==> config.mk <==
export PLATFORM = sky130hd
export DESIGN_NAME = mm4_front
export DESIGN_NICKNAME = d
export VERILOG_FILES = /design/src/design/mm4_pkg.sv /design/src/design/mm4_front.sv
export SDC_FILE = /design/constraint.sdc
export NUM_CORES = 1
export LEC_CHECK = 0
export BUFFER_PORTS_ARGS = -buffer_cell sky130_fd_sc_hd__clkbuf_2
export CAP_MARGIN = 5
export CORE_ASPECT_RATIO = 1.5
export CORE_MARGIN = 2
export CORE_UTILIZATION = 25
export DETAILED_ROUTE_END_ITERATION = 6
export GPL_TIMING_DRIVEN = 0
export PLACE_DENSITY = 0.77
export SLEW_MARGIN = 15
export SYNTH_ARGS = -nofsm -noshare
export SYNTH_HDL_FRONTEND = slang
export SYNTH_SLANG_ARGS = --single-unit
==> constraint.sdc <==
create_clock -name clock -period 1.6 [get_ports clock]
set_input_delay 0.16 -clock clock [delete_from_list [all_inputs] [get_ports clock]]
set_output_delay 0.16 -clock clock [all_outputs]
set_load 0.03 [all_outputs]
==> src/design/mm4_pkg.sv <==
// ----------------------------------------------------------------------------
// mm4_pkg: shared types and constants of the 4x4 matrix multiplier
// Sizes, the fixed-point format, and the structs passed between the
// load front end, the bank queue and the compute back end.
// ----------------------------------------------------------------------------
package mm4_pkg;

   localparam int MATRIX_DIM  = 4;
   localparam int FRAC_BITS   = 16;
   localparam int ELEMS       = MATRIX_DIM * MATRIX_DIM;
   localparam int IDX_W       = $clog2(ELEMS);
   localparam int DIM_W       = (MATRIX_DIM > 1) ? $clog2(MATRIX_DIM) : 1;
   localparam int NUM_BANKS   = 2;
   localparam int QUEUE_DEPTH = 2;
   localparam int QPTR_W      = $clog2(QUEUE_DEPTH);
   localparam int QCNT_W      = $clog2(QUEUE_DEPTH + 1);
   localparam int VALUE_W     = 32;
   localparam int PROD_W      = 2 * VALUE_W;
   localparam int ACC_W       = PROD_W + $clog2(MATRIX_DIM);

   localparam logic [VALUE_W-1:0] SAT_MAX = 32'h7FFF_FFFF;
   localparam logic [VALUE_W-1:0] SAT_MIN = 32'h8000_0000;

   // element write from the front end into the stores
   typedef struct packed {
      logic               en;
      logic               bank;
      logic [IDX_W-1:0]   idx;
      logic [VALUE_W-1:0] left;
      logic [VALUE_W-1:0] right;
   } mm4_wr_type;

   // bank queue status seen by both sides
   typedef struct packed {
      logic full;
      logic empty;
      logic head_bank;
   } mm4_q_status_type;

   // tag carried alongside each product term in the back end
   typedef struct packed {
      logic             first_k;
      logic             last_k;
      logic [DIM_W-1:0] row;
      logic [DIM_W-1:0] col;
      logic             last_res;
   } mm4_tag_type;

endpackage

==> src/design/mm4_front.sv <==
// ----------------------------------------------------------------------------
// mm4_front: load front end
// Accepts element pairs, steers them into the free store bank and hands
// the bank to the queue once a full pair of matrices has been loaded.
// ----------------------------------------------------------------------------
module mm4_front (
   input  logic                      clock,
   input  logic                      reset,
   input  logic                      req_tvalid,
   output logic                      req_tready,
   input  logic [63:0]               req_tdata,
   input  mm4_pkg::mm4_q_status_type q_status,
   output mm4_pkg::mm4_wr_type       wr,
   output logic                      push,
   output logic                      push_bank
);
   import mm4_pkg::*;

   logic [IDX_W-1:0] count_ff, count_in;
   logic             bank_ff, bank_in;
   logic             accept;
   logic             at_end;

   // take a transaction whenever a bank is free
   assign req_tready = !q_status.full;
   assign accept     = req_tvalid && req_tready;
   assign at_end     = (count_ff == IDX_W'(ELEMS - 1));

   // drive the store write
   always_comb begin
      wr.en    = accept;
      wr.bank  = bank_ff;
      wr.idx   = count_ff;
      wr.left  = req_tdata[31:0];
      wr.right = req_tdata[63:32];
   end

   assign push      = accept && at_end;
   assign push_bank = bank_ff;

   // advance the element counter, switch banks after the last element
   always_comb begin
      count_in = count_ff;
      bank_in  = bank_ff;
      if (accept) begin
         if (at_end) begin
            count_in = '0;
            bank_in  = !bank_ff;
         end else begin
            count_in = count_ff + IDX_W'(1);
         end
      end
   end

   always_ff @(posedge clock) begin
      if (reset) begin
         count_ff <= '0;
         bank_ff  <= 1'b0;
      end else begin
         count_ff <= count_in;
         bank_ff  <= bank_in;
      end
   end

endmodule

# After elaboration in Yosys (flattened, before gate mapping)
# Index checks and enable logic that the tools add are counted.
# Widths: inputs -> output; s select.
# word_totals
regBits,5
out_inout_bits,73
# op_classes
n_eq_ne,1
addsub,1
n_reduce_logical,5
n_mux,1
# op_table
operator,n
$add 4x1->4 const B,1
$eq 4x4->1 const B,1
$mux 4,1
$logic_and 1x1->1,2
$logic_not 1->1,2
$reduce_and 2->1,1

# Longest topological paths before layout
# depth
depth_word,3
depth_mapped,4
ltp_nobuf,4

# Worst setup path before layout
# No wires, ideal clock.
# synth_timing
path_type,register to register
from,register count_ff[0]
to,register bank_ff (netlist: push_bank)
synth_period_minus_slack_ns,1.872
slack_ns,-0.272
path_stages_with_launch,5
t_arrival_ns,1.751
cell_sequence,dfxtp_1 ha_1 nand2_1 nor2_1 mux2_2
# synth_via
elab_chain_len,2
# synth_lines
element,line,source
from (decl),mm4_front.sv:19,"logic [IDX_W-1:0] count_ff, count_in;"
from (signal assigned),mm4_front.sv:60,count_ff <= count_in;
$eq 4x4->1,mm4_front.sv:27,assign at_end = (count_ff == IDX_W'(ELEMS - 1));
$reduce_and 2->1 (no source line),n/a,
to (signal assigned),mm4_front.sv:61,bank_ff <= bank_in;
to (decl),mm4_front.sv:20,"logic bank_ff, bank_in;"
# Every way passes these cells.
# A chain may end at the register's enable or synchronous reset.

# Worst setup path in the final report
# layout_timing
from,register count_ff[1]
to,output port push
# layout_via
elab_chain_len,2
# layout_lines
element,line,source
$eq 4x4->1,mm4_front.sv:27,
$logic_and 1x1->1,mm4_front.sv:38,assign push = accept && at_end;
to (decl),mm4_front.sv:14,"output logic push,"
# Every way passes these cells.

==> impl_metrics.yaml <==
status:
  outcome: "complete, no violations"
floorplanning:
  die_area_mm2: 0.00342
  num_rows: 24
  die_h_um: 70.7
  ioPinCount: 143
  core_area_mm2: 0.00285
  start_util: 0.260
  die_w_um: 48.4
timing:
  final.setup.worst_slack_ns: 0.134
  final-max-slew-violation-count: 0
  fin_setup_tns_ns: 0
  finalHoldViolations: 0
  setup_violations: 0
  slew_headroom: 0.866
  rsz0062_at_grt: "no"
  post-route-min-period_ns: 1.47
  worstMarginPinSlew_ns: 0.202
  fmax_ghz: 0.682
  fin_worst_skew_ns: 0.00125
  min_period_over_period: 0.916
placement:
  dp_hpwl_um: 2090
  dp_slack_ns: 0.307
  dp_cells: 207
  portBuffers: 76
  globalplace.congestion: 0.794
setup_path:
  cp_max_fo: 5
  reg2regPathDepth: 4
  start_kind: "register"
  worstSetupStartpoint: "count_ff[1]"
  setup.worst_path.class: "reg -> out"
  critPathArrivalTime_ns: 1.31
  rr_startpoint: "count_ff[1]"
  critPathCaptureType: "output pin"
  cp_slowest_cell: "dfxtp_1"
  critPathMaxStageDelay_ns: 0.38
  crit_chain: "ha_1 -> nand2_1 -> nor2_4 -> clkbuf_2"
  worst_ep_required_time_ns: 1.44
detailed_routing:
  wl_per_cell_um: 10.9
  ant_nets: 0
  drtPass1Iterations: 4
  drc_errors: 0
  wirelength_um: 2300
  vias: 831
  vias_per_cell: 3.94
  drtIter0Drc: 5
yosys:
  synth-seq-cells: 5
  syn-cell-area_um2: 741
  synth_cell_type_count: 18
  synth_nets: 163
  avgSynthCellArea_um2: 8.05
  seq_area_frac_synth: 0.135
  syn_inst: 92
  yosysWarnings: 0
final_layout:
  syn_to_final_growth_pct: 65.2
  final_cell_mix: "76 x clkbuf_2, 66 x buf_4, 4 x dfxtp_1"
  mostFrequentLayoutCell: "clkbuf_2"
  final_cells: 211
  antenna_cells: 0
  drive_gt1_frac: 0.866
  fin_nets: 244
clock_network:
  cts-root-buf: "clkbuf_8"
  cts.sinks: 5
  clkTransAtPathRegs_ns: 0.04
  worstSkewPairLatency_ns: 0.23
  post_cts_buffers: 0
  cts_made_buffers: 3
  cts_tree: "built"
  postCtsHoldBufs: 0
  cts_buffer_depth: 2
  cts.repair.resized: 0
  h-tree-depth: 1
power:
  irDropWorstVdd_mv: 0.340
  power.static_leakage_uw: 0.000770
  p_per_area_mw_per_mm2: 646
grt:
  grt_pass1_wl_um: 3240
  antenna_found_initial: 0
  grt_pass1_vias: 696
  grt_max_degree: 7
  overflow: 0
  grt_usage: 0.130
hold_path:
  worst_hold_path_type: "in -> reg"
  hold_start: "reset"
  min_delay_path_depth: 2
job:
  maxCapViolCount: 0
-- kinds of logic after synthesis --
group | count (synthesis) | synth area share
xor+xnor | 2 | 0.0237
fa+ha+maj | 1 | 0.0169
simple gates | 12 | 0.101
buf+inv | 67 | 0.674
mux | 2 | 0.0287
compound gates | 3 | 0.0203
flops | 5 | 0.135
-- final cells by class --
type | instances | area, µm²
Buffer | 66 | 495
Clock buffer | 4 | 45.0
Fill cell | 299 | 1630
Inverter | 1 | 3.75
Multi-Input combinational cell | 20 | 149
Sequential cell | 5 | 101
Tap cell | 39 | 48.8
Timing Repair Buffer | 76 | 380
-- routing by layer --
| metal | track usage | up-vias | part of all wire |
|---|---|---|---|
| met3 | 0.0549 | 8 | 0.17 |
| met1 | 0.114 | 339 | 0.31 |
| met5 | 0 | - | 0 |
| met2 | 0.222 | 104 | 0.47 |
| met4 | 0.117 | 0 | 0.049 |
| li1 | - | 380 | - |
-- critical path: cells and delay by family, from the launching register on --
family                     cells  cell delay (ns)
adders and majority gates      1             0.22
buffers and inverters          1             0.22
DFF                            1             0.38
and+or+nand+nor                2             0.25
-- registers in the layout (all words and copies together), names as in the netlist --
register,cells
count_ff,4
push_bank,1
-- through the flow --
step	area, µm²	power [µW]	utilization	hold slack (ns)
floorplan	749	460	-	0.229
global placement	1180	551	0.413	0.415
detailed placement	1180	554	0.413	0.423
CTS	1220	801	0.429	0.185
global route	1220	831	0.429	0.213
finish	1220	790	0.429	0.185
-- cell usage after synthesis --
library cell   n  area share
o21ai_0        1      0.0068
dfxtp_1        5        0.14
xor2_1         1       0.012
a21oi_1        2       0.014
buf_4         66        0.67
nor2_1         4       0.020
nand3b_4       1       0.027
nand3b_1       1       0.010
mux2i_1        1       0.014
mux2_2         1       0.015
nor2b_1        1      0.0085
nand2_1        2       0.010
or3_1          1      0.0085
ha_1           1       0.017
xnor2_1        1       0.012
nor3_1         1      0.0068
inv_1          1      0.0051
and2b_1        1       0.010
-- path summary, 6_finish.rpt --
path / end / slack, ns
max: push / 0.13
min: count_ff[3] / 0.19
max reg2reg: push_bank / 0.29
min reg2reg: count_ff[3] / 0.50
-- power by group --
group	leakage (µW)	switching (µW)	internal, µW
sequential	0.0000409	5.20	129
clock	0.0000228	69.9	172
combinational	0.000707	247	167
(Power assumes the default switching activity.)
