$ cat config.mk
export PLATFORM = sky130hd
export DESIGN_NAME = mm4_queue
export DESIGN_NICKNAME = d
export VERILOG_FILES = /design/src/design/mm4_pkg.sv /design/src/design/mm4_queue.sv
export SDC_FILE = /design/constraint.sdc
export NUM_CORES = 1
export LEC_CHECK = 0
export BUFFER_PORTS_ARGS = -buffer_cell sky130_fd_sc_hd__buf_4
export CAP_MARGIN = 10
export CORE_AREA = 3 3 40 42
export DETAILED_ROUTE_END_ITERATION = 10
export DIE_AREA = 0 0 43 45
export GPL_TIMING_DRIVEN = 0
export MAX_ROUTING_LAYER = met4
export PLACE_DENSITY = 0.4
export SLEW_MARGIN = 40
export SYNTH_ARGS = -nofsm -noshare
export SYNTH_HDL_FRONTEND = slang
export SYNTH_SLANG_ARGS = --single-unit
$ cat constraint.sdc
create_clock -name clock -period 3 [get_ports clock]
set_clock_uncertainty 0.2 [all_clocks]
set_input_delay 0.6 -clock clock [delete_from_list [all_inputs] [get_ports clock]]
set_output_delay 0.6 -clock clock [all_outputs]
set_load 0.005 [all_outputs]
$ cat src/design/mm4_pkg.sv
// ----------------------------------------------------------------------------
// mm4_pkg: shared types and constants of the 4x4 matrix multiplier
// Sizes, the fixed-point format, and the structs passed between the
// load front end, the bank queue and the compute back end.
// ----------------------------------------------------------------------------
package mm4_pkg;

   localparam int MATRIX_DIM  = 4;
   localparam int FRAC_BITS   = 16;
   localparam int ELEMS       = MATRIX_DIM * MATRIX_DIM;
   localparam int IDX_W       = $clog2(ELEMS);
   localparam int DIM_W       = (MATRIX_DIM > 1) ? $clog2(MATRIX_DIM) : 1;
   localparam int NUM_BANKS   = 2;
   localparam int QUEUE_DEPTH = 2;
   localparam int QPTR_W      = $clog2(QUEUE_DEPTH);
   localparam int QCNT_W      = $clog2(QUEUE_DEPTH + 1);
   localparam int VALUE_W     = 32;
   localparam int PROD_W      = 2 * VALUE_W;
   localparam int ACC_W       = PROD_W + $clog2(MATRIX_DIM);

   localparam logic [VALUE_W-1:0] SAT_MAX = 32'h7FFF_FFFF;
   localparam logic [VALUE_W-1:0] SAT_MIN = 32'h8000_0000;

   // element write from the front end into the stores
   typedef struct packed {
      logic               en;
      logic               bank;
      logic [IDX_W-1:0]   idx;
      logic [VALUE_W-1:0] left;
      logic [VALUE_W-1:0] right;
   } mm4_wr_type;

   // bank queue status seen by both sides
   typedef struct packed {
      logic full;
      logic empty;
      logic head_bank;
   } mm4_q_status_type;

   // tag carried alongside each product term in the back end
   typedef struct packed {
      logic             first_k;
      logic             last_k;
      logic [DIM_W-1:0] row;
      logic [DIM_W-1:0] col;
      logic             last_res;
   } mm4_tag_type;

endpackage

$ cat src/design/mm4_queue.sv
// ----------------------------------------------------------------------------
// mm4_queue: bank token queue
// Short FIFO of loaded bank numbers between the front and back ends.
// ----------------------------------------------------------------------------
module mm4_queue (
   input  logic                      clock,
   input  logic                      reset,
   input  logic                      push,
   input  logic                      push_bank,
   input  logic                      pop,
   output mm4_pkg::mm4_q_status_type q_status
);
   import mm4_pkg::*;

   logic              slot_ff [QUEUE_DEPTH];
   logic [QPTR_W-1:0] wr_ptr_ff, wr_ptr_in;
   logic [QPTR_W-1:0] rd_ptr_ff, rd_ptr_in;
   logic [QCNT_W-1:0] count_ff, count_in;

   always_comb begin
      q_status.full      = (count_ff == QCNT_W'(QUEUE_DEPTH));
      q_status.empty     = (count_ff == '0);
      q_status.head_bank = slot_ff[rd_ptr_ff];
   end

   // advance pointers and occupancy
   always_comb begin
      wr_ptr_in = wr_ptr_ff;
      rd_ptr_in = rd_ptr_ff;
      count_in  = count_ff;
      if (push) begin
         wr_ptr_in = (wr_ptr_ff == QPTR_W'(QUEUE_DEPTH - 1)) ? '0 : wr_ptr_ff + QPTR_W'(1);
      end
      if (pop) begin
         rd_ptr_in = (rd_ptr_ff == QPTR_W'(QUEUE_DEPTH - 1)) ? '0 : rd_ptr_ff + QPTR_W'(1);
      end
      if (push && !pop) begin
         count_in = count_ff + QCNT_W'(1);
      end else if (pop && !push) begin
         count_in = count_ff - QCNT_W'(1);
      end
   end

   always_ff @(posedge clock) begin
      if (reset) begin
         wr_ptr_ff <= '0;
         rd_ptr_ff <= '0;
         count_ff  <= '0;
      end else begin
         wr_ptr_ff <= wr_ptr_in;
         rd_ptr_ff <= rd_ptr_in;
         count_ff  <= count_in;
      end
   end

   // hold the bank number
   always_ff @(posedge clock) begin
      if (push) begin
         slot_ff[wr_ptr_ff] <= push_bank;
      end
   end

   // occupancy stays within depth
   a_count_range: assert property (@(posedge clock) disable iff (reset)
      count_ff <= QCNT_W'(QUEUE_DEPTH))
      else $error("bank queue over depth");

   // no pop from an empty queue
   a_pop_nonempty: assert property (@(posedge clock) disable iff (reset)
      pop |-> count_ff != '0)
      else $error("bank queue popped while empty");

   // no push into a full queue
   a_push_room: assert property (@(posedge clock) disable iff (reset)
      push |-> count_ff != QCNT_W'(QUEUE_DEPTH))
      else $error("bank queue pushed while full");

endmodule

Yosys cells after proc, flatten, opt, wreduce, memory -nomap -nowiden
Memory sizes are Yosys's and may differ from the RTL's. A register that Yosys moved wholly into a read port is not among the register bits.
Cells that the tools add are included.
{ "op_classes": {"mux": 8, "add_sub_neg": 4, "multipliers": 0, "n_eq_ne": 1, "n_shift": 0, "n_reduce_logical": 6, "n_lt_le_gt_ge": 0, "n_div": 0, "n_bitwise": 0} }
{ "op_table": {"columns": ["cell", "n"], "rows": [
  ["$mux 1", 6],
  ["$mux 2", 2],
  ["$add 1x1->1 const B", 2],
  ["$add 2x1->2 const B", 1],
  ["$eq 2x2->1 const B", 1],
  ["$logic_and 1x1->1", 2],
  ["$logic_not 1->1", 2],
  ["$logic_not 2->1", 1],
  ["$reduce_bool 2->1", 1],
  ["$sub 2x1->2 const B", 1]
]} }
{ "word_totals": {"input_bits": 5, "register_bits": 4, "ram_bits": 2, "latch_bits": 0, "elab_cells": 23, "mem_bits_ro": 0, "out_inout_bits": 3, "memories": 1} }
{ "memory_table": {"columns": ["name", "depth", "word_bits", "rd", "rd_ports_with_merged_regs", "write_ports", "line_no", "source"], "rows": [
  ["slot_ff", 2, 1, 1, 1, 1, "mm4_queue.sv:15", "logic slot_ff [QUEUE_DEPTH];"]
]} }

Depth between registers and ports, before layout
Gate-level depths: netlist of run 1.
{ "depth": {"word_depth": 4, "depth_mapped": 5, "mapped_depth_nobuf": 5} }

Least setup slack after synthesis of run 1
No wires, ideal clock.
{ "synth_path": {"path_kind": "input-to-reg", "from": "input pop", "to": "register count_ff[1]", "n_path_buf": 0, "cell_stages": 4, "setup_ns": 0.070, "path_slack_ns": 1.356, "arrival_time_ns": 1.374, "t_required_ns": 2.730, "path_cell_list": "inv_1 ha_1 or3_1 a21oi_1"} }
{ "synth_between": {"elab_chain_len": 3, "word_cells_on_any_way": 5, "cone_classes": "mux (1); reduce/logical (4)"} }
{ "synth_rtl": {"columns": ["element", "line_no", "source"], "rows": [
  ["start: declaration", "mm4_queue.sv:10", "input logic pop,"],
  ["$logic_not 1->1", "mm4_queue.sv:37", "if (push && !pop) begin"],
  ["$logic_and 1x1->1", "mm4_queue.sv:37", null],
  ["$mux 2 / $reduce_bool 2->1 (equally long branches)", null, null],
  ["end signal: assignment", "mm4_queue.sv:52", "count_ff <= count_in;"],
  ["end: declaration", "mm4_queue.sv:18", "logic [QCNT_W-1:0] count_ff, count_in;"]
]} }
Several ways; a longest one is shown, not always the timed one.
A chain may end at the register's enable or synchronous reset.

==> run summary, run 1 <==
Crit Path Max Fanout = 1
IO buf count = 7
Area growth from synthesis to layout = 35.0%
Clk slew on worst S/H paths = 0.05 ns
Path depth of the worst reg2reg path = 3
TritonCTS Sinks = 7
Fmax = 547 MHz
RSZ-0062 raised after global routing = false
GRT Overall Usage = 0.0679
Flops & latches, synth = 7
Hold Crit Class = flop to flop
Die height = 45 um
H-tree levels = 1
RR Startpoint = count_ff[0]$_SDFFE_PP0P_
Residual DRC = 0
First-pass GRT wire length = 807 um
Synth Cell Area = 279 um^2
Mapped Nets = 31
Worst Hold Depth = 2
Period utilization = 0.610
Reg-to-Reg End = count_ff[1]$_SDFFE_PP0P_
Iter 0 DRT Violations = 4
Post-DP HPWL = 369 um
EDFF count, synth = 2
Crit path max-delay cell type = dfxtp_1
Fraction of layout cells with a size suffix above 1 = 0.333
Critical Path Max Stage Delay = 0.32 ns
Synthesized instance count = 25
Pleak = 0.000166 uW
Area after DPL = 350 um^2
YS warnings = 0
Antenna-violating nets left = 0
Ys async rst share = 0
Worst slew margin = 0.885
Max cap viols = 0
CTS tree = done
Power per cell area = 645 nW/um^2
Worst skew pair latency = 0.25 ns
Cell variety after synth = 14
Largest net degree at the start of global routing = 6
Final setup fails = 0
Hold_sp = rd_ptr_ff$_SDFFE_PP0P_
Peak supply drop = 207 uV
Actual slew at the worst max-slew pin = 0.171 ns
Fin Setup TNS = 0 ns
# fillers = 144
Total power = 243 uW
CP Cell Sequence = mux2_2 > buf_4
Die X = 43 um
Crit path capture type = output port
Main synth FF type = dfxtp_1
CTS Hold Bufs = 0
Post-synth top cells = 5 x dfxtp_1, 5 x nor2_1, 2 x edfxtp_1, 2 x xnor2_1, 2 x xor2_1
Vias per cell = 3.86
Placer Congestion = 0.672
Number of buffers created by CTS = 3
Vias in the first global route = 209
Critical Path RT = 2.20 ns
Antenna Cells = 0
CP arrival = 1.03 ns
Antenna violations before repair = 0
Synth top area share = 0.359
CTS resizes = 0
Initial core utilization = 0.217
I/O pins = 8
R2R Setup Slk = 1.78 ns
Post-CTS Setup Bufs = 0
Vias = 197
Max clock buf depth = 2
Sequential fraction of the synthesis area = 0.574
Final net count = 43
Status = completed
Die area = 1940 um^2
Setup Crit Path Kind = flop to output port
Minimum clock period = 1.83 ns
Worst setup SP type = flop
Global route overflow = 0
Max Slew Vio Count = 0
Detailed Route WL = 494 um
Synth area leaders = dfxtp_1 36%, edfxtp_1 22%, nor2_1 6.7%
Synthesized area per cell = 11.2 um^2
# rows = 13
Hold Fails Final Rpt = 0
Core Region = 1280 um^2
Clk root buf = clkbuf_4
DRT Pass-1 Iters = 4
Routed length per placed instance = 9.69 um
Leading area contributor after synthesis = dfxtp_1
Final instance area = 377 um^2
where the power goes:
| group | switching [uW] | internal (uW) | leakage (uW) |
|---|---|---|---|
| clock network | 37.3 | 50.9 | 0.0000150 |
| registers | 6.78 | 108 | 0.0000604 |
| logic | 15.6 | 24.6 | 0.0000903 |
kinds of logic (layout without fill, tap and decap cells):
logic type,after synthesis,count (layout),synth area share
simple gates,9,9,0.166
flops,7,7,0.574
xor+xnor,4,4,0.126
compound gates,2,2,0.0358
fa+ha+maj,1,1,0.0448
mux,1,1,0.0404
buf+inv,1,12,0.0134
area by class of cell:
class | count | area, um^2 | area share
Clock buffer | 4 | 26.3 | 0.0698
Tap cell | 15 | 18.8 | 0.0498
Multi-Input combinational cell | 17 | 115 | 0.306
Timing Repair Buffer | 7 | 52.6 | 0.140
Sequential cell | 7 | 160 | 0.425
Inverter | 1 | 3.75 | 0.00997
metrics by stage:
step           hold slack (ns)  instances  utilization  setup slack [ns]
5_1_grt                  0.317         51        0.293              1.13
3_5_place_dp             0.301         47        0.273              1.19
2_1_floorplan            0.261         25            -              1.36
6_report                 0.311         51        0.293              1.17
3_3_place_gp             0.275         47        0.273              1.21
4_1_cts                  0.319         51        0.293              1.15
worst max-delay path, delay by kind of cell, from the launching register on:
kind                   cells  cell delay (ns)
flip-flops                 1             0.32
multiplexers               1             0.32
buffers and inverters      1             0.13
layout by cell type (no fill, tap or decap), types with 2 or more instances in the layout:
master | Yosys | layout
clkbuf_4 | 0 | 3
buf_4 | 0 | 7
nor2_1 | 5 | 5
edfxtp_1 | 2 | 2
dfxtp_1 | 5 | 5
xnor2_1 | 2 | 2
xor2_1 | 2 | 2
how the worst max path moves through the flow:
| stage | end | slack (ns) | depth (start not counted) |
|---|---|---|---|
| 3_5_place_dp | count_ff[1]$_SDFFE_PP0P_ | 1.19 | 4 |
| 5_1_grt | q_status[0] | 1.13 | 2 |
| 4_1_cts | q_status[0] | 1.15 | 2 |
| 3_3_place_gp | count_ff[1]$_SDFFE_PP0P_ | 1.21 | 4 |
| 6_report | q_status[0] | 1.17 | 2 |
| 2_1_floorplan | count_ff[1]$_SDFFE_PP0P_ | 1.36 | 4 |
per-layer routing:
| layer | GRT usage | up-vias | wire length, um | part of all wire |
|---|---|---|---|---|
| met5 | - | - | 0 | 0 |
| met2 | 0.0898 | 5 | 245 | 0.50 |
| li1 | - | 102 | - | - |
| met1 | 0.0583 | 90 | 216 | 0.44 |
| met3 | 0.0398 | 0 | 32 | 0.065 |
| met4 | 0.0904 | 0 | 0 | 0 |
(Power assumes the default switching activity.)
==> run 2, diff against run 1 <==
--- a/config.mk
+++ b/config.mk
@@ -12,7 +12,7 @@
 export DIE_AREA = 0 0 43 45
 export GPL_TIMING_DRIVEN = 0
 export MAX_ROUTING_LAYER = met4
-export PLACE_DENSITY = 0.4
+export PLACE_DENSITY = 0.41
 export SLEW_MARGIN = 40
 export SYNTH_ARGS = -nofsm -noshare
 export SYNTH_HDL_FRONTEND = slang
==> constraint.sdc (replaced) <==
create_clock -name clock -period 1.6 [get_ports clock]
set_clock_uncertainty 0.2 [all_clocks]
set_input_delay 0.32 -clock clock [delete_from_list [all_inputs] [get_ports clock]]
set_output_delay 0.32 -clock clock [all_outputs]
set_load 0.005 [all_outputs]
==> run 2 against run 1 <==
Net effect:
- non-clock buffer count unchanged
- via count down 1.0%
- wire length down 13%
==> run summary, run 2 (synthesized netlist as in run 1, its figures left out) <==
Status = completed
RSZ-0062 raised after global routing = false
Commonest non-fill, non-tap cell in the layout = buf_4
Crit path to = q_status[0]
Initial core utilization = 0.217
CTS resizes = 0
Final setup fails = 0
DRT Pass-1 Iters = 2
Hold Fails Final Rpt = 0
# fillers = 137
Minimum clock period = 1.53 ns
Antenna Cells = 0
Pleak = 0.000166 uW
Period utilization = 0.955
Vias per cell = 3.82
Routed length per placed instance = 8.43 um
Reg power frac = 0.482
Global route overflow = 0
Detailed Route WL = 430 um
TritonCTS Sinks = 7
IO buf count = 7
Vias = 195
Worst slew margin = 0.871
Max cap viols = 0
Max Slew Vio Count = 0
Actual slew at the worst max-slew pin = 0.192 ns
Fmax = 654 MHz
Non-filler cells in the finished layout = 51
Clk pwr share = 0.350
CTS tree = done
Cell Int Power = 343 uW
Net switching power = 102 uW
Post-CTS Setup Bufs = 0
Power per cell area = 1180 nW/um^2
Largest net degree at the start of global routing = 6
Comb pwr share = 0.168
Core Region = 1280 um^2
Final net count = 43
Commonest cells after routing, fill and taps aside = 7 x buf_4, 5 x nor2_1, 5 x dfxtp_1
Crit Path Max Fanout = 1
Die X = 43 um
I/O pins = 8
Peak supply drop = 353 uV
Die area = 1940 um^2
Post-Place Setup Slack = 0.0533 ns
Fin Setup TNS = 0 ns
Reg-to-Reg End = count_ff[1]$_SDFFE_PP0P_
Vias in the first global route = 185
Path depth of the worst reg2reg path = 3
CTS Hold Bufs = 0
Setup ws final = 0.0714 ns
Area growth from synthesis to layout = 35.0%
# rows = 13
CP arrival = 1.01 ns
FF+latch area = 160 um^2
Placed Instances = 47
Footprint of the multi-input gates = 115 um^2
Antenna violations before repair = 0
Residual DRC = 0
RR Startpoint = count_ff[0]$_SDFFE_PP0P_
Net Sw Frac = 0.228
Hold Crit Class = input pin to flop
Placer Congestion = 0.720
Setup Crit Path Kind = flop to output port
Critical Path RT = 1.08 ns
Iter 0 DRT Violations = 3
R2R Setup Slk = 0.38 ns
Worst setup SP type = flop
Clk slew on worst S/H paths = 0.05 ns
Die height = 45 um
GRT Overall Usage = 0.0569
Max clock buf depth = 2
H-tree levels = 1
Worst skew pair latency = 0.24 ns
Fraction of layout cells with a size suffix above 1 = 0.333
Clk root buf = clkbuf_4
Antenna-violating nets left = 0
Number of buffers created by CTS = 3
First-pass GRT wire length = 724 um
Crit path capture type = output port
run 2: cell counts in the layout (fill, tap and decap cells not counted):
Identical to the previous run, type by type.
run 2: cell type report:
type	count	area share
timing repair buffer	7	0.140
inverter	1	0.00997
multi-input combinational	17	0.306
clock buffer	4	0.0698
tap	15	0.0498
sequential	7	0.425
run 2: power groups by stage:
stage	Clock, uW	Combinational (uW)	Sequential, uW
4_1_cts	166	76.9	215
5_1_grt	180	83.9	218
2_1_floorplan	0	42.4	215
6_report	156	74.6	214
3_5_place_dp	0	76.5	218
3_3_place_gp	0	75.0	217
run 2: critical path, cell delays in order (launching register included):
cell     delay (ns)
dfxtp_1        0.31
mux2_2         0.32
buf_4          0.13
run 2: how the worst min path moves through the flow:
stage	from	endpoint	slack, ns	depth (start not counted)
after global routing	push_bank	slot_ff[0]$_DFFE_PP_	0.05	1
after floorplan	reset	count_ff[1]$_SDFFE_PP0P_	0.19	1
after detailed placement	count_ff[1]$_SDFFE_PP0P_	count_ff[1]$_SDFFE_PP0P_	0.30	2
after global placement	count_ff[1]$_SDFFE_PP0P_	count_ff[1]$_SDFFE_PP0P_	0.28	2
final	push_bank	slot_ff[0]$_DFFE_PP_	0.06	1
after CTS	push_bank	slot_ff[0]$_DFFE_PP_	0.05	1
run 2: metrics by stage:
step	util	area, um^2	hold WS [ns]	power [uW]
after floorplan	-	279	0.189	258
after global placement	0.273	350	0.275	292
after detailed placement	0.273	350	0.298	295
after CTS	0.293	377	0.0497	457
after global routing	0.293	377	0.0453	481
final	0.293	377	0.0590	445
run 2: metal layers:
layer  routed length, um  vias up  global-route usage  part of all wire
met5                   0        -                   -                 0
met4                   0        0              0.0542                 0
met3                  22        0              0.0239             0.051
met2                 211        3              0.0719              0.49
li1                    -      103                   -                 -
met1                 196       89              0.0662              0.46
==> run 3, diff against run 2 <==
--- a/config.mk
+++ b/config.mk
@@ -13,6 +13,7 @@
 export GPL_TIMING_DRIVEN = 0
 export MAX_ROUTING_LAYER = met4
 export PLACE_DENSITY = 0.41
+export SETUP_SLACK_MARGIN = 0.3
 export SLEW_MARGIN = 40
 export SYNTH_ARGS = -nofsm -noshare
 export SYNTH_HDL_FRONTEND = slang
==> run 3 against run 2 <==
Net effect:
- hold slack better by 0.0044 ns
- non-clock buffer count rose by 2
- clock power is essentially flat
- sequential share of layout area decreased by 5.0 points
- power increased by 8.5%
- critical path depth unchanged
- final cell count up 3.9%
- sequential power is essentially flat
- via count grew 12%
- worst setup slack better by 0.011 ns
- critical path type unchanged
- largest cell class unchanged
- highest routed layer is now met4
==> run summary, run 3 (synthesized netlist as in run 1, its figures left out) <==
Status = completed
Commonest non-fill, non-tap cell in the layout = buf_4
H-tree levels = 1
Residual DRC = 0
Hold Crit Class = input pin to flop
Clk root buf = clkbuf_4
Antenna-violating nets left = 0
Fin Setup TNS = 0 ns
IO buf count = 7
Max cap viols = 0
CP Cell Sequence = mux2_4 > buf_6
GRT Overall Usage = 0.0722
Die height = 45 um
RSZ-0062 raised after global routing = true
Global route overflow = 0
Vias = 218
Critical Path RT = 1.08 ns
CTS tree = done
Final net count = 45
Core Region = 1280 um^2
Setup Crit Path Kind = flop to output port
Die area = 1940 um^2
Worst setup SP type = flop
Vias in the first global route = 237
Final setup fails = 0
Placed Instances = 47
Placer Congestion = 0.708
Clk slew on worst S/H paths = 0.05 ns
Antenna violations before repair = 0
Crit Path Max Fanout = 1
Non-filler cells in the finished layout = 53
Pleak = 0.000187 uW
Period utilization = 0.948
Fmax = 659 MHz
Critical Path Max Stage Delay = 0.36 ns
Worst skew pair latency = 0.24 ns
Minimum clock period = 1.52 ns
Largest net degree at the start of global routing = 6
Fraction of layout cells with a size suffix above 1 = 0.474
Max Slew Vio Count = 0
DRT Pass-1 Iters = 4
I/O pins = 8
Crit path capture type = output port
Max clock buf depth = 2
Routed length per placed instance = 9.21 um
CP arrival = 1.00 ns
Die X = 43 um
Hold Fails Final Rpt = 0
Peak supply drop = 507 uV
Iter 0 DRT Violations = 5
Commonest cells after routing, fill and taps aside = 5 x buf_4, 4 x nor2_1, 4 x buf_6
# fillers = 141
Actual slew at the worst max-slew pin = 0.184 ns
Area growth from synthesis to layout = 55.2%
Power per cell area = 1110 nW/um^2
# rows = 13
First-pass GRT wire length = 917 um
Initial core utilization = 0.217
Antenna Cells = 0
Number of buffers created by CTS = 3
Worst slew margin = 0.876
Crit path max-delay cell type = edfxtp_1
TritonCTS Sinks = 7
Detailed Route WL = 488 um
Vias per cell = 4.11
Post-DP HPWL = 358 um
==> run 3: cell count changes in the layout (fill, tap and decap cells not counted), moves of 2 or more <==
cell	delta
dfxtp_1	-2
buf_4	-2
dfxtp_2	+2
buf_6	+4
==> run 3: through the flow <==
step	util	total power [uW]	area (um^2)	hold WS (ns)	setup WS, ns
4_1_cts	0.330	484	424	0.0544	0.0640
2_1_floorplan	-	260	292	0.189	0.292
3_3_place_gp	0.282	295	363	0.282	0.162
6_report	0.337	482	433	0.0634	0.0824
5_1_grt	0.337	512	433	0.0551	0.0288
3_5_place_dp	0.282	298	363	0.301	0.143
==> run 3: layout make-up <==
| class | instances | area (um^2) | share of cell area |
|---|---|---|---|
| inverter | 1 | 3.75 | 0.00867 |
| tap | 15 | 18.8 | 0.0434 |
| timing repair buffer | 9 | 82.6 | 0.191 |
| clock buffer | 4 | 26.3 | 0.0607 |
| multi-input combinational | 17 | 139 | 0.321 |
| sequential | 7 | 163 | 0.376 |
==> run 3: power breakdown <==
part / total (uW) / switching, uW / internal, uW
Sequential: 216 / 12.7 / 204
Combinational: 113 / 40.7 / 72.3
Clock: 153 / 58.4 / 94.7
Total: 482 / 112 / 371
==> run 3: timing repair <==
item,in CTS,in global routing
setup endpoints to repair,3,4
pin swaps,1,1
hold buffers,0,0
buffers inserted,2,0
gates resized for setup,7,2
==> run 3: per-layer routing <==
| metal | global-route usage | routed length [um] | up-vias |
|---|---|---|---|
| met5 | - | 0 | - |
| li1 | - | - | 110 |
| met4 | 0.0723 | 9 | 0 |
| met3 | 0.0478 | 25 | 2 |
| met1 | 0.0631 | 213 | 101 |
| met2 | 0.102 | 239 | 5 |
==> run 3: path summary, 6_finish.rpt <==
check | slack (ns) | end | cells past startpoint | start
worst max-delay path | 0.08 | q_status[0] | 2 | slot_ff[0]$_DFFE_PP_
worst min-delay path | 0.06 | slot_ff[1]$_DFFE_PP_ | 1 | push_bank
worst max register to register | 0.32 | count_ff[1]$_SDFFE_PP0P_ | 4 | count_ff[0]$_SDFFE_PP0P_
worst min register to register | 0.31 | rd_ptr_ff$_SDFFE_PP0P_ | 2 | rd_ptr_ff$_SDFFE_PP0P_
==> run 3: critical path: cells and delay by family, from the launching register on <==
family,cells,cell delay (ns)
buf+inv,1,0.11
flops,1,0.36
mux,1,0.28
